### config.mk
export PLATFORM = sky130hd
export DESIGN_NAME = badr_front
export DESIGN_NICKNAME = d
export VERILOG_FILES = /design/src/hw/rtl/badr_pkg.sv /design/src/hw/rtl/badr_front.sv
export SDC_FILE = /design/constraint.sdc
export NUM_CORES = 1
export LEC_CHECK = 0
export BUFFER_PORTS_ARGS = -buffer_cell sky130_fd_sc_hd__buf_2
export CORE_AREA = 2 2 237 239
export CTS_BUF_LIST = sky130_fd_sc_hd__clkbuf_2 sky130_fd_sc_hd__clkbuf_4 sky130_fd_sc_hd__clkbuf_8
export CTS_CLUSTER_DIAMETER = 50
export DETAILED_ROUTE_END_ITERATION = 12
export DIE_AREA = 0 0 239 241
export GPL_ROUTABILITY_DRIVEN = 0
export PLACE_DENSITY = 0.53
export SLEW_MARGIN = 10
export SYNTH_ARGS = -nofsm -noshare
export SYNTH_HDL_FRONTEND = slang
export SYNTH_SLANG_ARGS = --single-unit
### constraint.sdc
create_clock -name clock -period 14.8 [get_ports clock]
set_input_delay 0.74 -clock clock [delete_from_list [all_inputs] [get_ports clock]]
set_output_delay 0.74 -clock clock [all_outputs]
set_load 0.05 [all_outputs]
### src/hw/rtl/badr_pkg.sv
// Shared types, constants and tables of the box average downscaler.
package badr_pkg;

   localparam int MAX_WIDTH_DEF  = 2048;
   localparam int MAX_STRIDE_DEF = 16;
   localparam int QUEUE_DEPTH    = 2;
   localparam int RECIP_SHIFT    = 24;

   localparam logic [1:0] REG_IMAGE_WIDTH   = 2'd0;
   localparam logic [1:0] REG_IMAGE_HEIGHT  = 2'd1;
   localparam logic [1:0] REG_SCREEN_WIDTH  = 2'd2;
   localparam logic [1:0] REG_SCREEN_HEIGHT = 2'd3;

   typedef struct packed {
      logic [11:0] w;
      logic [11:0] h;
      logic [10:0] sw;
      logic [10:0] sh;
   } dims_type;

   typedef struct packed {
      logic        first;
      logic        last;
      logic        emit;
      logic [4:0]  stride;
      logic [10:0] bx;
      logic [9:0]  col;
      logic [9:0]  row;
      logic [7:0]  r;
      logic [7:0]  g;
      logic [7:0]  b;
   } cmd_type;

   typedef enum logic [2:0] {F_IDLE, F_SCALE, F_DIV, F_OFFSET, F_READY} front_state_type;
   typedef enum logic [1:0] {B_IDLE, B_ACC, B_MUL, B_OUT} back_state_type;

   // ceil(2^24 / (s*s)); exact quotient for 16-bit sums
   function automatic logic [24:0] recip(input logic [4:0] s);
      logic [24:0] m;
      case (s)
         5'd1:    m = 25'd16777216;
         5'd2:    m = 25'd4194304;
         5'd3:    m = 25'd1864136;
         5'd4:    m = 25'd1048576;
         5'd5:    m = 25'd671089;
         5'd6:    m = 25'd466034;
         5'd7:    m = 25'd342393;
         5'd8:    m = 25'd262144;
         5'd9:    m = 25'd207127;
         5'd10:   m = 25'd167773;
         5'd11:   m = 25'd138655;
         5'd12:   m = 25'd116509;
         5'd13:   m = 25'd99274;
         5'd14:   m = 25'd85599;
         5'd15:   m = 25'd74566;
         5'd16:   m = 25'd65536;
         default: m = 25'd16777216;
      endcase
      return m;
   endfunction

endpackage

### src/hw/rtl/badr_front.sv
// Front end: frame setup, position counters and block classification.
module badr_front #(
   parameter int MAX_WIDTH  = badr_pkg::MAX_WIDTH_DEF,
   parameter int MAX_STRIDE = badr_pkg::MAX_STRIDE_DEF
) (
   input  logic               clock,
   input  logic               reset,
   input  logic               req_valid,
   output logic               req_stall,
   input  logic               req_frame_start,
   input  logic [7:0]         req_red,
   input  logic [7:0]         req_green,
   input  logic [7:0]         req_blue,
   input  badr_pkg::dims_type dims,
   input  logic               full,
   output logic               push,
   output badr_pkg::cmd_type  cmd
);

   badr_pkg::front_state_type state_ff, state_in;
   badr_pkg::dims_type dims_ff, dims_in;
   logic [3:0]  step_ff, step_in;
   logic [14:0] accx_ff, accx_in, accy_ff, accy_in;
   logic [4:0]  cntx_ff, cntx_in, cnty_ff, cnty_in;
   logic [4:0]  stride_ff, stride_in;
   logic [9:0]  offset_ff, offset_in;
   logic [4:0]  rem_ff, rem_in;
   logic [11:0] quo_ff, quo_in;
   logic [10:0] col_ff, col_in, row_ff, row_in, bx_ff, bx_in, by_ff, by_in;
   logic [3:0]  jx_ff, jx_in, iy_ff, iy_in;

   logic        accept, clear_pos;
   logic [4:0]  smax;
   logic [5:0]  trial;
   logic [11:0] col_next, row_next, cols_diff;
   logic [16:0] xspan, yspan;
   logic [11:0] colsum;
   logic [10:0] row11;

   always_ff @(posedge clock) begin
      if (reset) begin
         state_ff  <= badr_pkg::F_IDLE;
         stride_ff <= 5'd1;
         offset_ff <= 10'd0;
         col_ff    <= '0;
         row_ff    <= '0;
         bx_ff     <= '0;
         by_ff     <= '0;
         jx_ff     <= '0;
         iy_ff     <= '0;
      end else begin
         state_ff  <= state_in;
         stride_ff <= stride_in;
         offset_ff <= offset_in;
         col_ff    <= col_in;
         row_ff    <= row_in;
         bx_ff     <= bx_in;
         by_ff     <= by_in;
         jx_ff     <= jx_in;
         iy_ff     <= iy_in;
      end
      dims_ff <= dims_in;
      step_ff <= step_in;
      accx_ff <= accx_in;
      accy_ff <= accy_in;
      cntx_ff <= cntx_in;
      cnty_ff <= cnty_in;
      rem_ff  <= rem_in;
      quo_ff  <= quo_in;
   end

   always_comb begin
      state_in  = state_ff;
      dims_in   = dims_ff;
      step_in   = step_ff;
      accx_in   = accx_ff;
      accy_in   = accy_ff;
      cntx_in   = cntx_ff;
      cnty_in   = cnty_ff;
      stride_in = stride_ff;
      offset_in = offset_ff;
      rem_in    = rem_ff;
      quo_in    = quo_ff;
      clear_pos = 1'b0;
      smax      = 5'd0;
      trial     = 6'd0;
      cols_diff = 12'd0;
      req_stall = 1'b1;
      case (state_ff)
         badr_pkg::F_IDLE: begin
            req_stall = req_frame_start | full;
            if (req_valid && req_frame_start) begin
               dims_in  = dims;
               step_in  = 4'd0;
               accx_in  = '0;
               accy_in  = '0;
               cntx_in  = '0;
               cnty_in  = '0;
               state_in = badr_pkg::F_SCALE;
            end
         end
         badr_pkg::F_SCALE: begin
            accx_in = accx_ff + 15'(dims_ff.sw);
            accy_in = accy_ff + 15'(dims_ff.sh);
            if (accx_in <= 15'(dims_ff.w)) cntx_in = cntx_ff + 5'd1;
            if (accy_in <= 15'(dims_ff.h)) cnty_in = cnty_ff + 5'd1;
            step_in = step_ff + 4'd1;
            if (step_ff == 4'd15) begin
               smax = (cntx_in > cnty_in) ? cntx_in : cnty_in;
               if (smax == 5'd0) smax = 5'd1;
               if (smax > 5'(MAX_STRIDE)) smax = 5'(MAX_STRIDE);
               stride_in = smax;
               rem_in    = '0;
               quo_in    = dims_ff.w;
               step_in   = 4'd0;
               state_in  = badr_pkg::F_DIV;
            end
         end
         badr_pkg::F_DIV: begin
            trial = {rem_ff, quo_ff[11]};
            if (trial >= 6'(stride_ff)) begin
               rem_in = 5'(trial - 6'(stride_ff));
               quo_in = {quo_ff[10:0], 1'b1};
            end else begin
               rem_in = trial[4:0];
               quo_in = {quo_ff[10:0], 1'b0};
            end
            step_in = step_ff + 4'd1;
            if (step_ff == 4'd11) state_in = badr_pkg::F_OFFSET;
         end
         badr_pkg::F_OFFSET: begin
            cols_diff = 12'(dims_ff.sw) - quo_ff;
            offset_in = (12'(dims_ff.sw) > quo_ff) ? cols_diff[10:1] : 10'd0;
            clear_pos = 1'b1;
            state_in  = badr_pkg::F_READY;
         end
         badr_pkg::F_READY: begin
            req_stall = full;
            if (req_valid && !full) state_in = badr_pkg::F_IDLE;
         end
         default: state_in = badr_pkg::F_IDLE;
      endcase
   end

   assign accept = req_valid && !req_stall;

   always_comb begin
      col_in   = col_ff;
      row_in   = row_ff;
      bx_in    = bx_ff;
      by_in    = by_ff;
      jx_in    = jx_ff;
      iy_in    = iy_ff;
      col_next = {1'b0, col_ff} + 12'd1;
      row_next = {1'b0, row_ff} + 12'd1;
      if (clear_pos) begin
         col_in = '0;
         row_in = '0;
         bx_in  = '0;
         by_in  = '0;
         jx_in  = '0;
         iy_in  = '0;
      end else if (accept) begin
         if (col_next >= dims.w) begin
            col_in = '0;
            bx_in  = '0;
            jx_in  = '0;
            if (row_next >= dims.h) begin
               row_in = '0;
               by_in  = '0;
               iy_in  = '0;
            end else begin
               row_in = row_next[10:0];
               if ({1'b0, iy_ff} + 5'd1 == stride_ff) begin
                  iy_in = '0;
                  by_in = by_ff + 11'd1;
               end else begin
                  iy_in = iy_ff + 4'd1;
               end
            end
         end else begin
            col_in = col_next[10:0];
            if ({1'b0, jx_ff} + 5'd1 == stride_ff) begin
               jx_in = '0;
               bx_in = bx_ff + 11'd1;
            end else begin
               jx_in = jx_ff + 4'd1;
            end
         end
      end
   end

   assign xspan  = 17'({1'b0, bx_ff} + 12'd1) * 17'(stride_ff);
   assign yspan  = 17'({1'b0, by_ff} + 12'd1) * 17'(stride_ff);
   assign colsum = 12'(bx_ff) + 12'(offset_ff);
   assign row11  = dims.sh - 11'd1 - by_ff;

   assign push = accept && (xspan <= 17'(dims.w)) && (yspan <= 17'(dims.h))
                 && (13'(bx_ff) < 13'(MAX_WIDTH));

   always_comb begin
      cmd.first  = (jx_ff == 4'd0) && (iy_ff == 4'd0);
      cmd.last   = ({1'b0, jx_ff} + 5'd1 == stride_ff) && ({1'b0, iy_ff} + 5'd1 == stride_ff);
      cmd.emit   = (colsum < 12'(dims.sw)) && (by_ff < dims.sh);
      cmd.stride = stride_ff;
      cmd.bx     = bx_ff;
      cmd.col    = colsum[9:0];
      cmd.row    = row11[9:0];
      cmd.r      = req_red;
      cmd.g      = req_green;
      cmd.b      = req_blue;
   end

endmodule

==> results by group <==
Critical path
  – Crit path DAT: about 7.5 ns
  – Reg2Reg Setup Slack: 8.49 ns
  – Kind of critical path: register to primary output
  – Most frequent CP cell: ha_1
  – Crit-path max FO: 23
  – Worst Setup End Kind: primary output
  – CP max-delay cell: dfxtp_1
  – Worst path max stage delay: ~0.93 ns
  – Reg2reg end: stride_ff[0]
  – Worst EP required: around 14 ns
  – R2R depth: 27
  – RR Startpoint: dims_ff[0]
  – CP Launch Type: register

Timing
  – Final setup viols: 0
  – TNS Setup: 0 ns
  – Slew HR: between 20 and 30%
  – Hold Violations, Final: 0
  – Slew @ Worst Pin: 1.10 ns
  – Crit path time final: between 8 and 9 ns
  – Max Fclk: 0.121 GHz
  – Final period util: a little under three fifths
  – Final Skew: between 0.02 and 0.025 ns
  – RSZ-0062 raised after global routing: no
  – Final Max Tran Viols: 0

Placement
  – PortBufs: 91
  – Hpwl dp: about 36 mm
  – Dpl cells: 2569

Final layout
  – Share of cells above drive strength 1: between 8 and 9%
  – Fin cells: approximately 2600
  – Area grow syn2layout: 8.71%
  – Core Util, Final: 32.5%
  – Final nets: 2240
  – Most common cell after layout, fill and taps aside: ha_1
  – Most frequent cells in the layout: ha_1 (215), inv_1 (214), nor2_1 (140)

Power
  – P_int: around 0.00080 W
  – Power per cell area: around 66 mW/mm^2
  – Leak: 8.15 nW
  – Switching power share of the total: between 30% and 40%
  – VDD IR max: just over 0.00005 V
  – Sequential group share of total power: between 40% and 50%
  – Clock power frac: between 30% and 40%
  – Combinational power share: between 20% and 30%
  – Sw Pwr: about 0.00039 W

GRT
  – First-pass GRT wire length: 71.3 mm
  – Largest net degree at the start of global routing: 52
  – Via count of the first global-routing pass: approximately 13000
  – Initial antenna violation count: 2
  – Global route overflow: 0
  – GRT Util Overall: 15.9%

Logic synthesis
  – Post-Synth Simple-Gate Area: 18.1%
  – Yosys cell types: a little over 80
  – Warning count from the yosys run: 0
  – Ys flop type: edfxtp_1
  – Syn Area/Cell: 8.93 um^2
  – Net Count, Synth: 2196
  – Largest family of logic cells by synthesized area: adder cells
  – Cells after Synth: about 1800
  – Multiplexer area fraction after synthesis: less than 1%
  – Post-synth EDFFs: 107
  – Xor and xnor fraction of the mapped netlist area: under 10%
  – Post-Synth Adder-Cell Area: 24.4%
  – Compound-Gate Fraction of Synth Area: 14.7%
  – Yosys reg bits: ~180
  – Asr flop ratio synth: 0%
  – Mapped Area: around 0.016 mm^2
  – Sequential element share of the synthesized area: between 20 and 30%

Status
  – Status: completed

Worst hold path
  – Hold endpoint: dims_ff[9]
  – Hold Startpoint: dims[9]
  – Hold Path Class: input port to register
  – Cell count of the worst hold path: 1

Die
  – Top Ports: 140
  – Die Ht: between 200 and 250 um
  – Die area: between 0.05 and 0.06 mm^2
  – Core ar.: approximately 0.055 mm^2
  – Initial Util: ~30%
  – Row count: 86
  – Die X: 239 um

CTS
  – Largest buffer count on any clock path: 2
  – Inserted Clock Buffers: 17
  – CTS tree: done
  – Post-CTS sizing: 0
  – Setup repair bufs after CTS: 0
  – Clock Pin Slew Worst Setup and Hold Paths: 0.11 ns
  – Clock root buffer: clkbuf_8
  – Clock net sink count: ~180
  – Cts hold-fix bufs: 0
  – Worst-Skew Late Latency: approximately 0.52 ns
  – H-tree depth: 4

Route
  – Post-route DRC: 0
  – Drt pass-1 iters: 7
  – Via count: approximately 13000
  – Routed Antenna Nets: 0
  – Wirelength per Cell: around 17 um
  – Final WL: between 40 and 50 mm
  – Number of vias per cell: 4.99
  – Detailed Route Iter0 Violations: 684

Job
  – Max-Cap Viols: 0
## state kept, by name (all words and copies together) (netlist names)
register and flops:
row_ff 11, rem_ff 5, iy_ff 4, step_ff 4, offset_ff 10, cnty_ff 5
accx_ff 15, accy_ff 15, dims_ff 46, bx_ff 11, by_ff 11, quo_ff 12
state_ff 3, jx_ff 4, stride_ff 5, cntx_ff 5, col_ff 11
## Yosys cell counts (5+ instances only)
| library cell | number | share of area, % |
|---|---|---|
| nand3_1 | 40 | 1.2 |
| nor4_1 | 8 | 0.30 |
| edfxtp_1 | 107 | 20 |
| ha_1 | 215 | 16 |
| a21o_1 | 34 | 1.6 |
| dfxtp_1 | 70 | 8.5 |
| buf_4 | 24 | 1.1 |
| a21oi_1 | 137 | 4.2 |
| nor3b_1 | 9 | 0.41 |
| o21ai_0 | 85 | 2.6 |
| a211oi_1 | 9 | 0.41 |
| a32o_1 | 5 | 0.30 |
| fa_1 | 66 | 8.0 |
| nor2b_1 | 25 | 0.95 |
| xor2_1 | 37 | 2.0 |
| o21ai_1 | 6 | 0.18 |
| nand4_1 | 13 | 0.50 |
| clkbuf_1 | 45 | 1.0 |
| and2_1 | 57 | 2.2 |
| a31oi_1 | 6 | 0.23 |
| nand2_1 | 131 | 3.0 |
| nand2b_1 | 26 | 0.99 |
| o21bai_1 | 17 | 0.78 |
| nor2_1 | 141 | 3.2 |
| or2_2 | 7 | 0.27 |
| or3b_2 | 7 | 0.37 |
| xnor2_1 | 82 | 4.4 |
| mux2i_1 | 13 | 0.79 |
| a22o_1 | 9 | 0.48 |
| inv_1 | 214 | 4.9 |
| a21boi_0 | 6 | 0.27 |
| nand3b_1 | 23 | 1.1 |
| o21a_1 | 20 | 0.91 |
| and3_1 | 32 | 1.2 |
| or3_1 | 8 | 0.30 |
| nor3_1 | 24 | 0.73 |
## logic make-up after synthesis
family / count (synthesis)
adders and majority gates: 281
DFF: 177
muxes: 16
AOI/OAI and AO/OA: 382
and+or+nand+nor: 574
buffers and inverters: 291
xor gates and xnor gates: 119
## final cells by class
class                      instances  area [um^2]
fill                            5754        37000
multi-input combinational       1372        10600
sequential                       177         4610
tap                              704          881
inverter                         216          811
timing repair buffer             100          523
clock buffer                      17          234
clock inverter                    15          178
antenna                            1         2.50
## metrics by stage
step	power [W]	hold slack (ns)	setup WS (ns)	instance area [um^2]
floorplan	0.000767	0.446	6.93	16400
global placement	0.000818	0.475	7.14	17400
detailed placement	0.000825	0.483	7.08	17400
CTS	0.00120	0.387	6.49	17900
global route	0.00125	0.397	5.98	17900
finish	0.00118	0.424	6.56	17900
## worst max-delay path, delay by kind of cell (launching register included)
| family | cells | cell delay [ns] |
|---|---|---|
| AO/OA/AOI/OAI | 11 | 2.45 |
| XOR/XNOR | 1 | 0.08 |
| adder cells (fa/ha/maj) | 5 | 1.70 |
| buffers and inverters | 4 | 0.80 |
| flip-flops | 1 | 0.93 |
| AND/OR/NAND/NOR | 5 | 1.05 |
## power by group through the flow
stage | combinational (W) | clock [W] | sequential [W]
finish | 0.000253 | 0.000372 | 0.000559
global route | 0.000284 | 0.000399 | 0.000562
CTS | 0.000256 | 0.000383 | 0.000560
detailed placement | 0.000254 | 0 | 0.000571
global placement | 0.000248 | 0 | 0.000571
floorplan | 0.000201 | 0 | 0.000566
## worst max-delay path by stage
stage / depth (start not counted) / to / start
finish: 26 / push / stride_ff[3]
global route: 26 / push / by_ff[0]
CTS: 26 / push / stride_ff[3]
detailed placement: 26 / push / stride_ff[3]
global placement: 26 / push / stride_ff[3]
floorplan: 24 / push / stride_ff[4]
## metal layers
metal	up-vias	track usage [%]	part of all wire, %
met2	242	26.3	47
li1	6428	-	-
met4	2	5.21	2.4
met1	6264	21.3	47
met3	53	2.09	3.2
met5	-	0	0.022
Power figures use the tool's default switching activity.
