--- src/hw/rtl/badr_pkg.sv ---
// Shared types, constants and tables of the box average downscaler.
package badr_pkg;

   localparam int MAX_WIDTH_DEF  = 2048;
   localparam int MAX_STRIDE_DEF = 16;
   localparam int QUEUE_DEPTH    = 2;
   localparam int RECIP_SHIFT    = 24;

   localparam logic [1:0] REG_IMAGE_WIDTH   = 2'd0;
   localparam logic [1:0] REG_IMAGE_HEIGHT  = 2'd1;
   localparam logic [1:0] REG_SCREEN_WIDTH  = 2'd2;
   localparam logic [1:0] REG_SCREEN_HEIGHT = 2'd3;

   typedef struct packed {
      logic [11:0] w;
      logic [11:0] h;
      logic [10:0] sw;
      logic [10:0] sh;
   } dims_type;

   typedef struct packed {
      logic        first;
      logic        last;
      logic        emit;
      logic [4:0]  stride;
      logic [10:0] bx;
      logic [9:0]  col;
      logic [9:0]  row;
      logic [7:0]  r;
      logic [7:0]  g;
      logic [7:0]  b;
   } cmd_type;

   typedef enum logic [2:0] {F_IDLE, F_SCALE, F_DIV, F_OFFSET, F_READY} front_state_type;
   typedef enum logic [1:0] {B_IDLE, B_ACC, B_MUL, B_OUT} back_state_type;

   // ceil(2^24 / (s*s)); exact quotient for 16-bit sums
   function automatic logic [24:0] recip(input logic [4:0] s);
      logic [24:0] m;
      case (s)
         5'd1:    m = 25'd16777216;
         5'd2:    m = 25'd4194304;
         5'd3:    m = 25'd1864136;
         5'd4:    m = 25'd1048576;
         5'd5:    m = 25'd671089;
         5'd6:    m = 25'd466034;
         5'd7:    m = 25'd342393;
         5'd8:    m = 25'd262144;
         5'd9:    m = 25'd207127;
         5'd10:   m = 25'd167773;
         5'd11:   m = 25'd138655;
         5'd12:   m = 25'd116509;
         5'd13:   m = 25'd99274;
         5'd14:   m = 25'd85599;
         5'd15:   m = 25'd74566;
         5'd16:   m = 25'd65536;
         default: m = 25'd16777216;
      endcase
      return m;
   endfunction

endpackage

--- src/hw/rtl/badr_queue.sv ---
// Short command queue between front and back end.
module badr_queue (
   input  logic              clock,
   input  logic              reset,
   input  logic              push,
   input  badr_pkg::cmd_type cmd_in,
   output logic              full,
   input  logic              pop,
   output badr_pkg::cmd_type cmd_out,
   output logic              empty
);

   localparam int PTR_W = $clog2(badr_pkg::QUEUE_DEPTH);

   badr_pkg::cmd_type entry_ff [badr_pkg::QUEUE_DEPTH];
   logic [PTR_W-1:0] wr_ff, rd_ff;
   logic [PTR_W:0]   count_ff;

   always_ff @(posedge clock) begin
      if (reset) begin
         wr_ff    <= '0;
         rd_ff    <= '0;
         count_ff <= '0;
      end else begin
         if (push) wr_ff <= wr_ff + 1'b1;
         if (pop) rd_ff <= rd_ff + 1'b1;
         count_ff <= count_ff + (PTR_W+1)'(push) - (PTR_W+1)'(pop);
      end
      if (push) entry_ff[wr_ff] <= cmd_in;
   end

   assign full    = (count_ff == (PTR_W+1)'(badr_pkg::QUEUE_DEPTH));
   assign empty   = (count_ff == '0);
   assign cmd_out = entry_ff[rd_ff];

endmodule

--- config.mk ---
export PLATFORM = sky130hd
export DESIGN_NAME = badr_queue
export DESIGN_NICKNAME = d
export VERILOG_FILES = /design/src/hw/rtl/badr_pkg.sv /design/src/hw/rtl/badr_queue.sv
export SDC_FILE = /design/constraint.sdc
export NUM_CORES = 1
export LEC_CHECK = 0
export BUFFER_PORTS_ARGS = -buffer_cell sky130_fd_sc_hd__buf_2
export CORE_MARGIN = 4
export CORE_UTILIZATION = 55
export DETAILED_ROUTE_END_ITERATION = 7
export PLACE_DENSITY = 0.83
export SLEW_MARGIN = 20
export SYNTH_ARGS = -nofsm -noshare
export SYNTH_HDL_FRONTEND = slang
export SYNTH_SLANG_ARGS = --single-unit
--- constraint.sdc ---
create_clock -name clock -period 6.9 [get_ports clock]
set_clock_uncertainty 0.2 [all_clocks]
set_input_delay 1.38 -clock clock [delete_from_list [all_inputs] [get_ports clock]]
set_output_delay 1.38 -clock clock [all_outputs]
set_load 0.03 [all_outputs]
==> results of run 1 <==
-- layout make-up --
class                           count  area share (%)
Clock buffer                       19            6.56
Clock inverter                     13            3.58
Inverter                            2           0.117
Multi-Input combinational cell     77            16.4
Sequential cell                   131            60.5
Tap cell                          108            2.10
Timing Repair Buffer              134            10.7
-- kinds of logic (layout without fill, tap and decap cells) --
family	after synthesis	in the layout	synth area share [%]
buffers and inverters	9	168	2.74
and+or+nand+nor	9	9	0.865
DFF	131	131	76.7
xor gates and xnor gates	3	3	0.790
adders and majority gates	2	2	0.494
muxes	63	63	18.4
-- per-stage QoR --
stage                     util (%)  cells  hold WS [ns]  total power, mW
after detailed placement      65.0    451         0.307             1.26
after CTS                     72.4    483         0.326             2.23
after global routing          72.6    484         0.368             2.29
final                         72.6    484         0.315             2.21
after global placement        65.0    451         0.293             1.25
after floorplan                  -    217         0.280             1.19
-- how the worst max path moves through the flow --
stage             start             end  slack, ns  cells after the start
4_1_cts        register     cmd_out[58]       3.03                      2
6_report       register     cmd_out[52]       3.21                      3
5_1_grt        register     cmd_out[36]       3.09                      3
2_1_floorplan      push  entry_ff[0][0]       2.06                      1
3_5_place_dp   register     cmd_out[58]       3.57                      2
3_3_place_gp   register     cmd_out[58]       3.58                      2
-- layout by cell type (no fill, tap or decap), types with 2 or more instances in the layout --
cell	count
sky130_fd_sc_hd__buf_2	131
sky130_fd_sc_hd__inv_6	2
sky130_fd_sc_hd__bufinv_16	6
sky130_fd_sc_hd__nor2_1	5
sky130_fd_sc_hd__dfxtp_1	4
sky130_fd_sc_hd__inv_1	2
sky130_fd_sc_hd__clkinvlp_4	2
sky130_fd_sc_hd__ha_1	2
sky130_fd_sc_hd__buf_4	2
sky130_fd_sc_hd__edfxtp_1	126
sky130_fd_sc_hd__clkbuf_1	2
sky130_fd_sc_hd__mux2_4	60
sky130_fd_sc_hd__xnor2_1	2
sky130_fd_sc_hd__nor2b_1	2
sky130_fd_sc_hd__mux2_2	3
sky130_fd_sc_hd__clkbuf_16	16
-- registers in the layout (all words and copies together), names as in the netlist, named ones only --
| register | cells |
|---|---|
| wr_ff | 1 |
| rd_ff | 1 |
| count_ff | 2 |
| entry_ff | 126 |
-- power breakdown --
part | switching (mW) | internal (mW) | total, mW
Clock | 0.313 | 0.660 | 0.974
Combinational | 0.166 | 0.119 | 0.285
Sequential | 0.0237 | 0.929 | 0.953
-- routing by layer --
| layer | routed length [µm] | vias to the layer above | global-route usage [%] | part of all wire, % |
|---|---|---|---|---|
| met1 | 3450 | 1171 | 18.5 | 41 |
| met4 | 66 | 0 | 5.98 | 0.79 |
| li1 | - | 1150 | - | - |
| met2 | 4300 | 108 | 25.8 | 51 |
| met3 | 546 | 9 | 6.02 | 6.5 |
| met5 | 0 | - | 0 | 0 |
-- worst max-delay path, delay by kind of cell, from the launching register on --
family / cells / cell delay [ns]
buf+inv: 2 / 0.51
flops: 1 / 0.74
mux: 1 / 0.33
==> reports/metrics.sh, run 1 <==
OUTCOME='completed'
POSTLAYOUTCELLAREA_UM2=6420
CRIT_PATH_MAX_FANOUT=32
GRT_PASS1_WL_MM=12.9
YOSYSMOSTFREQUENTCELL='sky130_fd_sc_hd__edfxtp_1'
SETUP.WORST_PATH.START_CLASS='register'
GROUTE.USAGE.OVERALL_PCT=15.6
FLOORPLAN.CORE_AREA_UM2=8850
CLOCK_LATENCY_NS=0.50
NETS=432
FIRST_PASS_ITERS=4
GRT_SETUP_UNREPAIRED='no'
RATIO_OF_CELLS_WITH_DRIVE_ABOVE_1_IN_THE_FINAL_LAYOUT_PCT=60.9
MAX_SLEW.WORST_PIN.SLEW_NS=0.833
CLOCK_TREE.BUFFER_DEPTH=2
WORSTSETUPENDPOINTTYPE='output pin'
CTS.SINK_COUNT=131
VDD_DROP_MAX_mV=0.194
AREA_GROWTH_PCT=26.8
POST-ROUTE-PERIOD-UTIL_PCT=53.4
TIMING_WORST_SETUP_PATH_TYPE='reg -> out'
YS_ASYNC_SR_FRACTION_PCT=0
FF2FF_PATH_DEPTH=2
TNS_NS=0
DRT_DRC_VIOLATIONS_LEFT=0
HP-CLASS='reg -> reg'
FP.DIEW_UM=104
TIMING_HOLD_VIOLATIONS_FINAL=0
SYNTH_SEQ_CELLS=131
DETAILEDPLACEMENTHPWL_MM=5.31
DPL_CELL_AREA_UM2=5750
MULTI_INPUT_AREA_UM2=1050
CTS-BUFFERS-INSERTED=17
HOLD_DEPTH=2
SETUP_VIOL=0
SYNTH.AREA.TOP_CELLS='sky130_fd_sc_hd__edfxtp_1, sky130_fd_sc_hd__mux2_4, sky130_fd_sc_hd__buf_12'
REGAREA_UM2=3890
POST-SYNTH-TOP-AREA-FRACTION_PCT=74.7
SYNTH_EDF_COUNT=126
NETLIST-CELL-TYPE-COUNT=13
GRT_REMAINING_OVERFLOW=0
WORST_SLACK_NS=3.21
PLACE.PORT_BUFFERS=131
MAPPEDNETLISTAREA_UM2=5070
INITIAL_UTILIZATION_PCT=57.3
PATH_CLK_SLEW_NS=0.05
ANTENNA_FOUND_INITIAL=0
WORST_HOLD_STARTPOINT='rd_ff'
CRITICAL_PATH_ARRIVAL_NS=2.11
YS_WARN_COUNT=0
WL_PER_CELL_UM=17.3
REMAINING_ANTENNA_VIOLATION_COUNT_AFTER_ROUTING=0
CRIT_CHAIN='buf_12 -> mux2_4 -> buf_2'
FIRST_GLOBAL_VIAS=2592
SYNTH_TOP_CELL_BY_AREA='sky130_fd_sc_hd__edfxtp_1'
CTS-RESIZED-GATES=0
PLACEMENT_ROWS=34
SLEW-LIMIT-HEADROOM_PCT=44.5
POSTSYNTH.TOPFLOPCELL='sky130_fd_sc_hd__edfxtp_1'
CLOCK_TREE_ROOT_DRIVER_CELL='sky130_fd_sc_hd__clkbuf_8'
DIEHEIGHT_UM=104
NUMBER_OF_HOLD_REPAIR_BUFFERS_ADDED_AT_THE_CTS_STAGE=0
CRITPATHREQUIREDTIME_NS=5.32
MAXCLOCKFREQUENCY_MHz=271
GP_CONGESTION=0.726
NETLIST_INSTANCES=217
TOTAL_LEAKAGE_POWER_nW=2.60
CTS_SETUP_BUFFERS=0
CLOCK_TREE.HTREE_LEVEL_COUNT=4
P_PER_AREA_nW_PER_UM2=344
REGTOREGSETUPSLACK_NS=4.69
MAX_CAP_VIOL_COUNT=0
SYN_NETS=286
DESIGN.PORTCOUNT=132
CRITICAL_PATH.REG2REG.ENDPOINT='entry_ff[1][10]'
ROUTE.FINAL.WIRE_LENGTH_MM=8.36
PRE_CTS_WS_NS=3.57
FIRST_ITER_VIOLATIONS=96
NETLIST_TOP_CELLS_COUNT='sky130_fd_sc_hd__edfxtp_1, sky130_fd_sc_hd__mux2_4, sky130_fd_sc_hd__buf_12'
FP.DIEAREA_UM2=10800
FINALWORSTPATHREQUIREDPERIOD_NS=3.69
SYNTHESIS.AREA_PER_INSTANCE_UM2=23.3
VIASPERCELL=5.04
CRIT_PATH_TOP_DELAY_CELL='sky130_fd_sc_hd__dfxtp_4'
FINAL.FILL_COUNT=560
SYNTH-SEQ-AREA-SHARE_PCT=76.7
CTS_TREE='done'
TIMING.CRITICAL_PATH.SLOWEST_CELL_DELAY_NS=0.74
DETAILROUTE.VIA_COUNT=2438
LARGEST_NET_DEGREE_AT_THE_START_OF_GLOBAL_ROUTING=64
ANTENNADIODECOUNT=0
WORST_R2R_STARTPOINT='wr_ff'
TIMING_MAX_TRANSITION_VIOLATIONS_FINAL=0
Power figures use the tool's default switching activity.
==> inputs of run 2 (changes only) <==
CORE_UTILIZATION = 52   (was 55)
PLACE_DENSITY = 0.79   (was 0.83)
clock period = 3.7 ns   (was 6.9 ns; I/O delays follow)
==> reports/metrics.sh, run 2 (synthesis gave the netlist of run 1 again) <==
OUTCOME='completed'
SETUP_VIOL=0  # unchanged
ROUTE.FINAL.WIRE_LENGTH_MM=8.36  # about the same
CLOCK_TREE_ROOT_DRIVER_CELL='sky130_fd_sc_hd__clkbuf_8'
AREA_GROWTH_PCT=26.3
DETAILROUTE.VIA_COUNT=2413  # -1.0%
WORSTSETUPENDPOINTTYPE='output pin'
RATIO_OF_CELLS_WITH_DRIVE_ABOVE_1_IN_THE_FINAL_LAYOUT_PCT=61.4  # +0.53 points
TOP_REGS='entry_ff (126), count_ff (2)'
CRITICAL_PATH.N_BUFFERS_INVERTERS=2  # unchanged
HOLD_DEPTH=1  # -1
GP_CONGESTION=0.686  # -5.5%
ANTENNA_FOUND_INITIAL=0  # unchanged
CRIT_CHAIN='buf_12 -> mux2_4 -> buf_2'
INITIAL_UTILIZATION_PCT=54.1  # -3.2 points
LARGEST_NET_DEGREE_AT_THE_START_OF_GLOBAL_ROUTING=51  # -20%
CRITICAL_PATH_ARRIVAL_NS=2.09  # -0.02 ns
REGAREA_UM2=3890  # unchanged
FIN_WORST_HOLD_SLACK_NS=0.228  # -0.0861 ns
WORST_HOLD_STARTPOINT='cmd_in[50]'
CRIT_PATH_TOP_DELAY_CELL='sky130_fd_sc_hd__dfxtp_4'
CTS.SINK_COUNT=131  # unchanged
MAXCLOCKFREQUENCY_MHz=330
MULTI_INPUT_AREA_UM2=1050  # unchanged
FIRST_PASS_ITERS=4  # unchanged
REGMOSTFLOPS='entry_ff'
VDD_DROP_MAX_mV=0.377  # +94%
CRITPATHREQUIREDTIME_NS=2.76  # -2.56 ns
VIASPERCELL=4.78  # -5.1%
FF2FF_PATH_DEPTH=2  # unchanged
FP.DIEAREA_UM2=11400  # +5.3%
CTS_TREE='done'
POSTLAYOUTCELLAREA_UM2=6400  # -0.45%
PLACE.PORT_BUFFERS=131  # unchanged
NETS=433  # +0.23%
FINALCOREUTILIZATION_PCT=68.3  # -4.4 points
P_PER_AREA_nW_PER_UM2=612  # +78%
WORST_SLACK_NS=0.668  # -2.55 ns
DIEHEIGHT_UM=107  # +2.6%
DRT_DRC_VIOLATIONS_LEFT=0  # unchanged
FLOORPLAN.CORE_AREA_UM2=9370  # +5.9%
MOSTFREQUENTLAYOUTCELLS='sky130_fd_sc_hd__buf_2, sky130_fd_sc_hd__edfxtp_1, sky130_fd_sc_hd__mux2_4'
DETAILEDPLACEMENTHPWL_MM=5.71  # +7.5%
CRIT_PATH_MAX_FANOUT=34  # +6.3%
CLOCK_LATENCY_NS=0.49  # about the same
GRT_SETUP_UNREPAIRED='no'
GROUTE.USAGE.OVERALL_PCT=15.3  # -0.28 points
PATH_CLK_SLEW_NS=0.06  # about the same
FIRST_GLOBAL_VIAS=2624  # +1.2%
GRT_PASS1_WL_MM=13.0  # +0.59%
CTS-BUFFERS-INSERTED=17  # unchanged
MOST_COMMON_CELL_AFTER_LAYOUT_FILL_AND_TAPS_ASIDE='sky130_fd_sc_hd__buf_2'
MAX_CAP_VIOL_COUNT=0  # unchanged
FINAL.FILL_COUNT=649  # +16%
TIMING.CRITICAL_PATH.SLOWEST_CELL_DELAY_NS=0.72  # -0.02 ns
TIMING_MAX_TRANSITION_VIOLATIONS_FINAL=0  # unchanged
TOTALPOWERFINAL_mW=3.91  # +77%
PRE_CTS_WS_NS=1.16  # -2.41 ns
CLOCK_TREE.HTREE_LEVEL_COUNT=4  # unchanged
LARGEST_REGISTER_FF_COUNT=126  # unchanged
WORST_R2R_STARTPOINT='wr_ff'
DPL_CELL_AREA_UM2=5820  # +1.2%
CTS-RESIZED-GATES=0  # unchanged
CLOCK_TREE.BUFFER_DEPTH=2  # unchanged
CRITICAL_PATH.REG2REG.ENDPOINT='entry_ff[1][60]'
ANTENNADIODECOUNT=0  # unchanged
HP-CLASS='in -> reg'
CRIT_FAMILY='flip-flops'
NUMBER_OF_HOLD_REPAIR_BUFFERS_ADDED_AT_THE_CTS_STAGE=0  # unchanged
REGTOREGSETUPSLACK_NS=1.99  # -2.70 ns
FINALWORSTPATHREQUIREDPERIOD_NS=3.03
PLACEMENT_ROWS=35  # +2.9%
TIMING_WORST_SETUP_PATH_TYPE='reg -> out'
POST-ROUTE-PERIOD-UTIL_PCT=81.9
WL_PER_CELL_UM=16.5  # -4.2%
FP.DIEW_UM=107  # +2.6%
TOTAL_LEAKAGE_POWER_nW=2.57  # -0.97%
GRT_REMAINING_OVERFLOW=0  # unchanged
FIRST_ITER_VIOLATIONS=99  # +3.1%
REMAINING_ANTENNA_VIOLATION_COUNT_AFTER_ROUTING=0  # unchanged
MAX_SLEW.WORST_PIN.SLEW_NS=0.568  # -0.264 ns
SLEW-LIMIT-HEADROOM_PCT=62.1  # +18 points
SETUP.WORST_PATH.START_CLASS='register'
POST-PLACE-CELLS=474  # +5.1%
DESIGN.PORTCOUNT=132  # unchanged
TIMING_HOLD_VIOLATIONS_FINAL=0  # unchanged
CTS_SETUP_BUFFERS=0  # unchanged
WHS_ENDPOINT='entry_ff[1][50]'
FINALNONFILLERCELLS=505  # +4.3%
TNS_NS=0  # unchanged
-- run 2: cell count changes in the layout (fill, tap and decap cells not counted), sizes merged --
cell,change
clkinv,+4
bufinv,-3
clkbuf,-2
buf,+1
clkinvlp,+1
inv,-1
-- run 2: worst max-delay path by stage --
| stage | to | depth (start not counted) |
|---|---|---|
| after floorplan | entry_ff[0][0] | 1 |
| after global placement | cmd_out[48] | 3 |
| after detailed placement | cmd_out[40] | 3 |
| after CTS | cmd_out[40] | 3 |
| after global routing | cmd_out[48] | 3 |
| final | cmd_out[40] | 3 |
-- run 2: cell type report --
cell class,count,share of cell area (%)
well taps,129,2.52
clock buffers,17,6.47
multi-input cells,77,16.5
clock inverters,14,2.54
flip-flops and latches,131,60.8
repair buffers,135,11.1
inverters,2,0.117
-- run 2: worst reg2reg max path, stage by stage (launching register included) --
cell and delay [ns]:
sky130_fd_sc_hd__dfxtp_1 0.40, sky130_fd_sc_hd__and2_2 0.42, sky130_fd_sc_hd__buf_12 0.33
-- run 2: metal layers --
layer  vias to the layer above  global-route usage [%]  part of all wire [%]
met5                         -                       0                     0
met4                         0                    5.30                  0.62
met3                         4                    6.44                   8.8
met2                       106                    25.4                    49
met1                      1153                    18.0                    41
li1                       1150                       -                     -
-- run 2: where the power goes --
part / leakage (nW) / internal [mW] / switching, mW
combinational: 1.07 / 0.225 / 0.309
sequential: 1.22 / 1.73 / 0.0432
clock: 0.277 / 1.02 / 0.588
total: 2.57 / 2.97 / 0.940
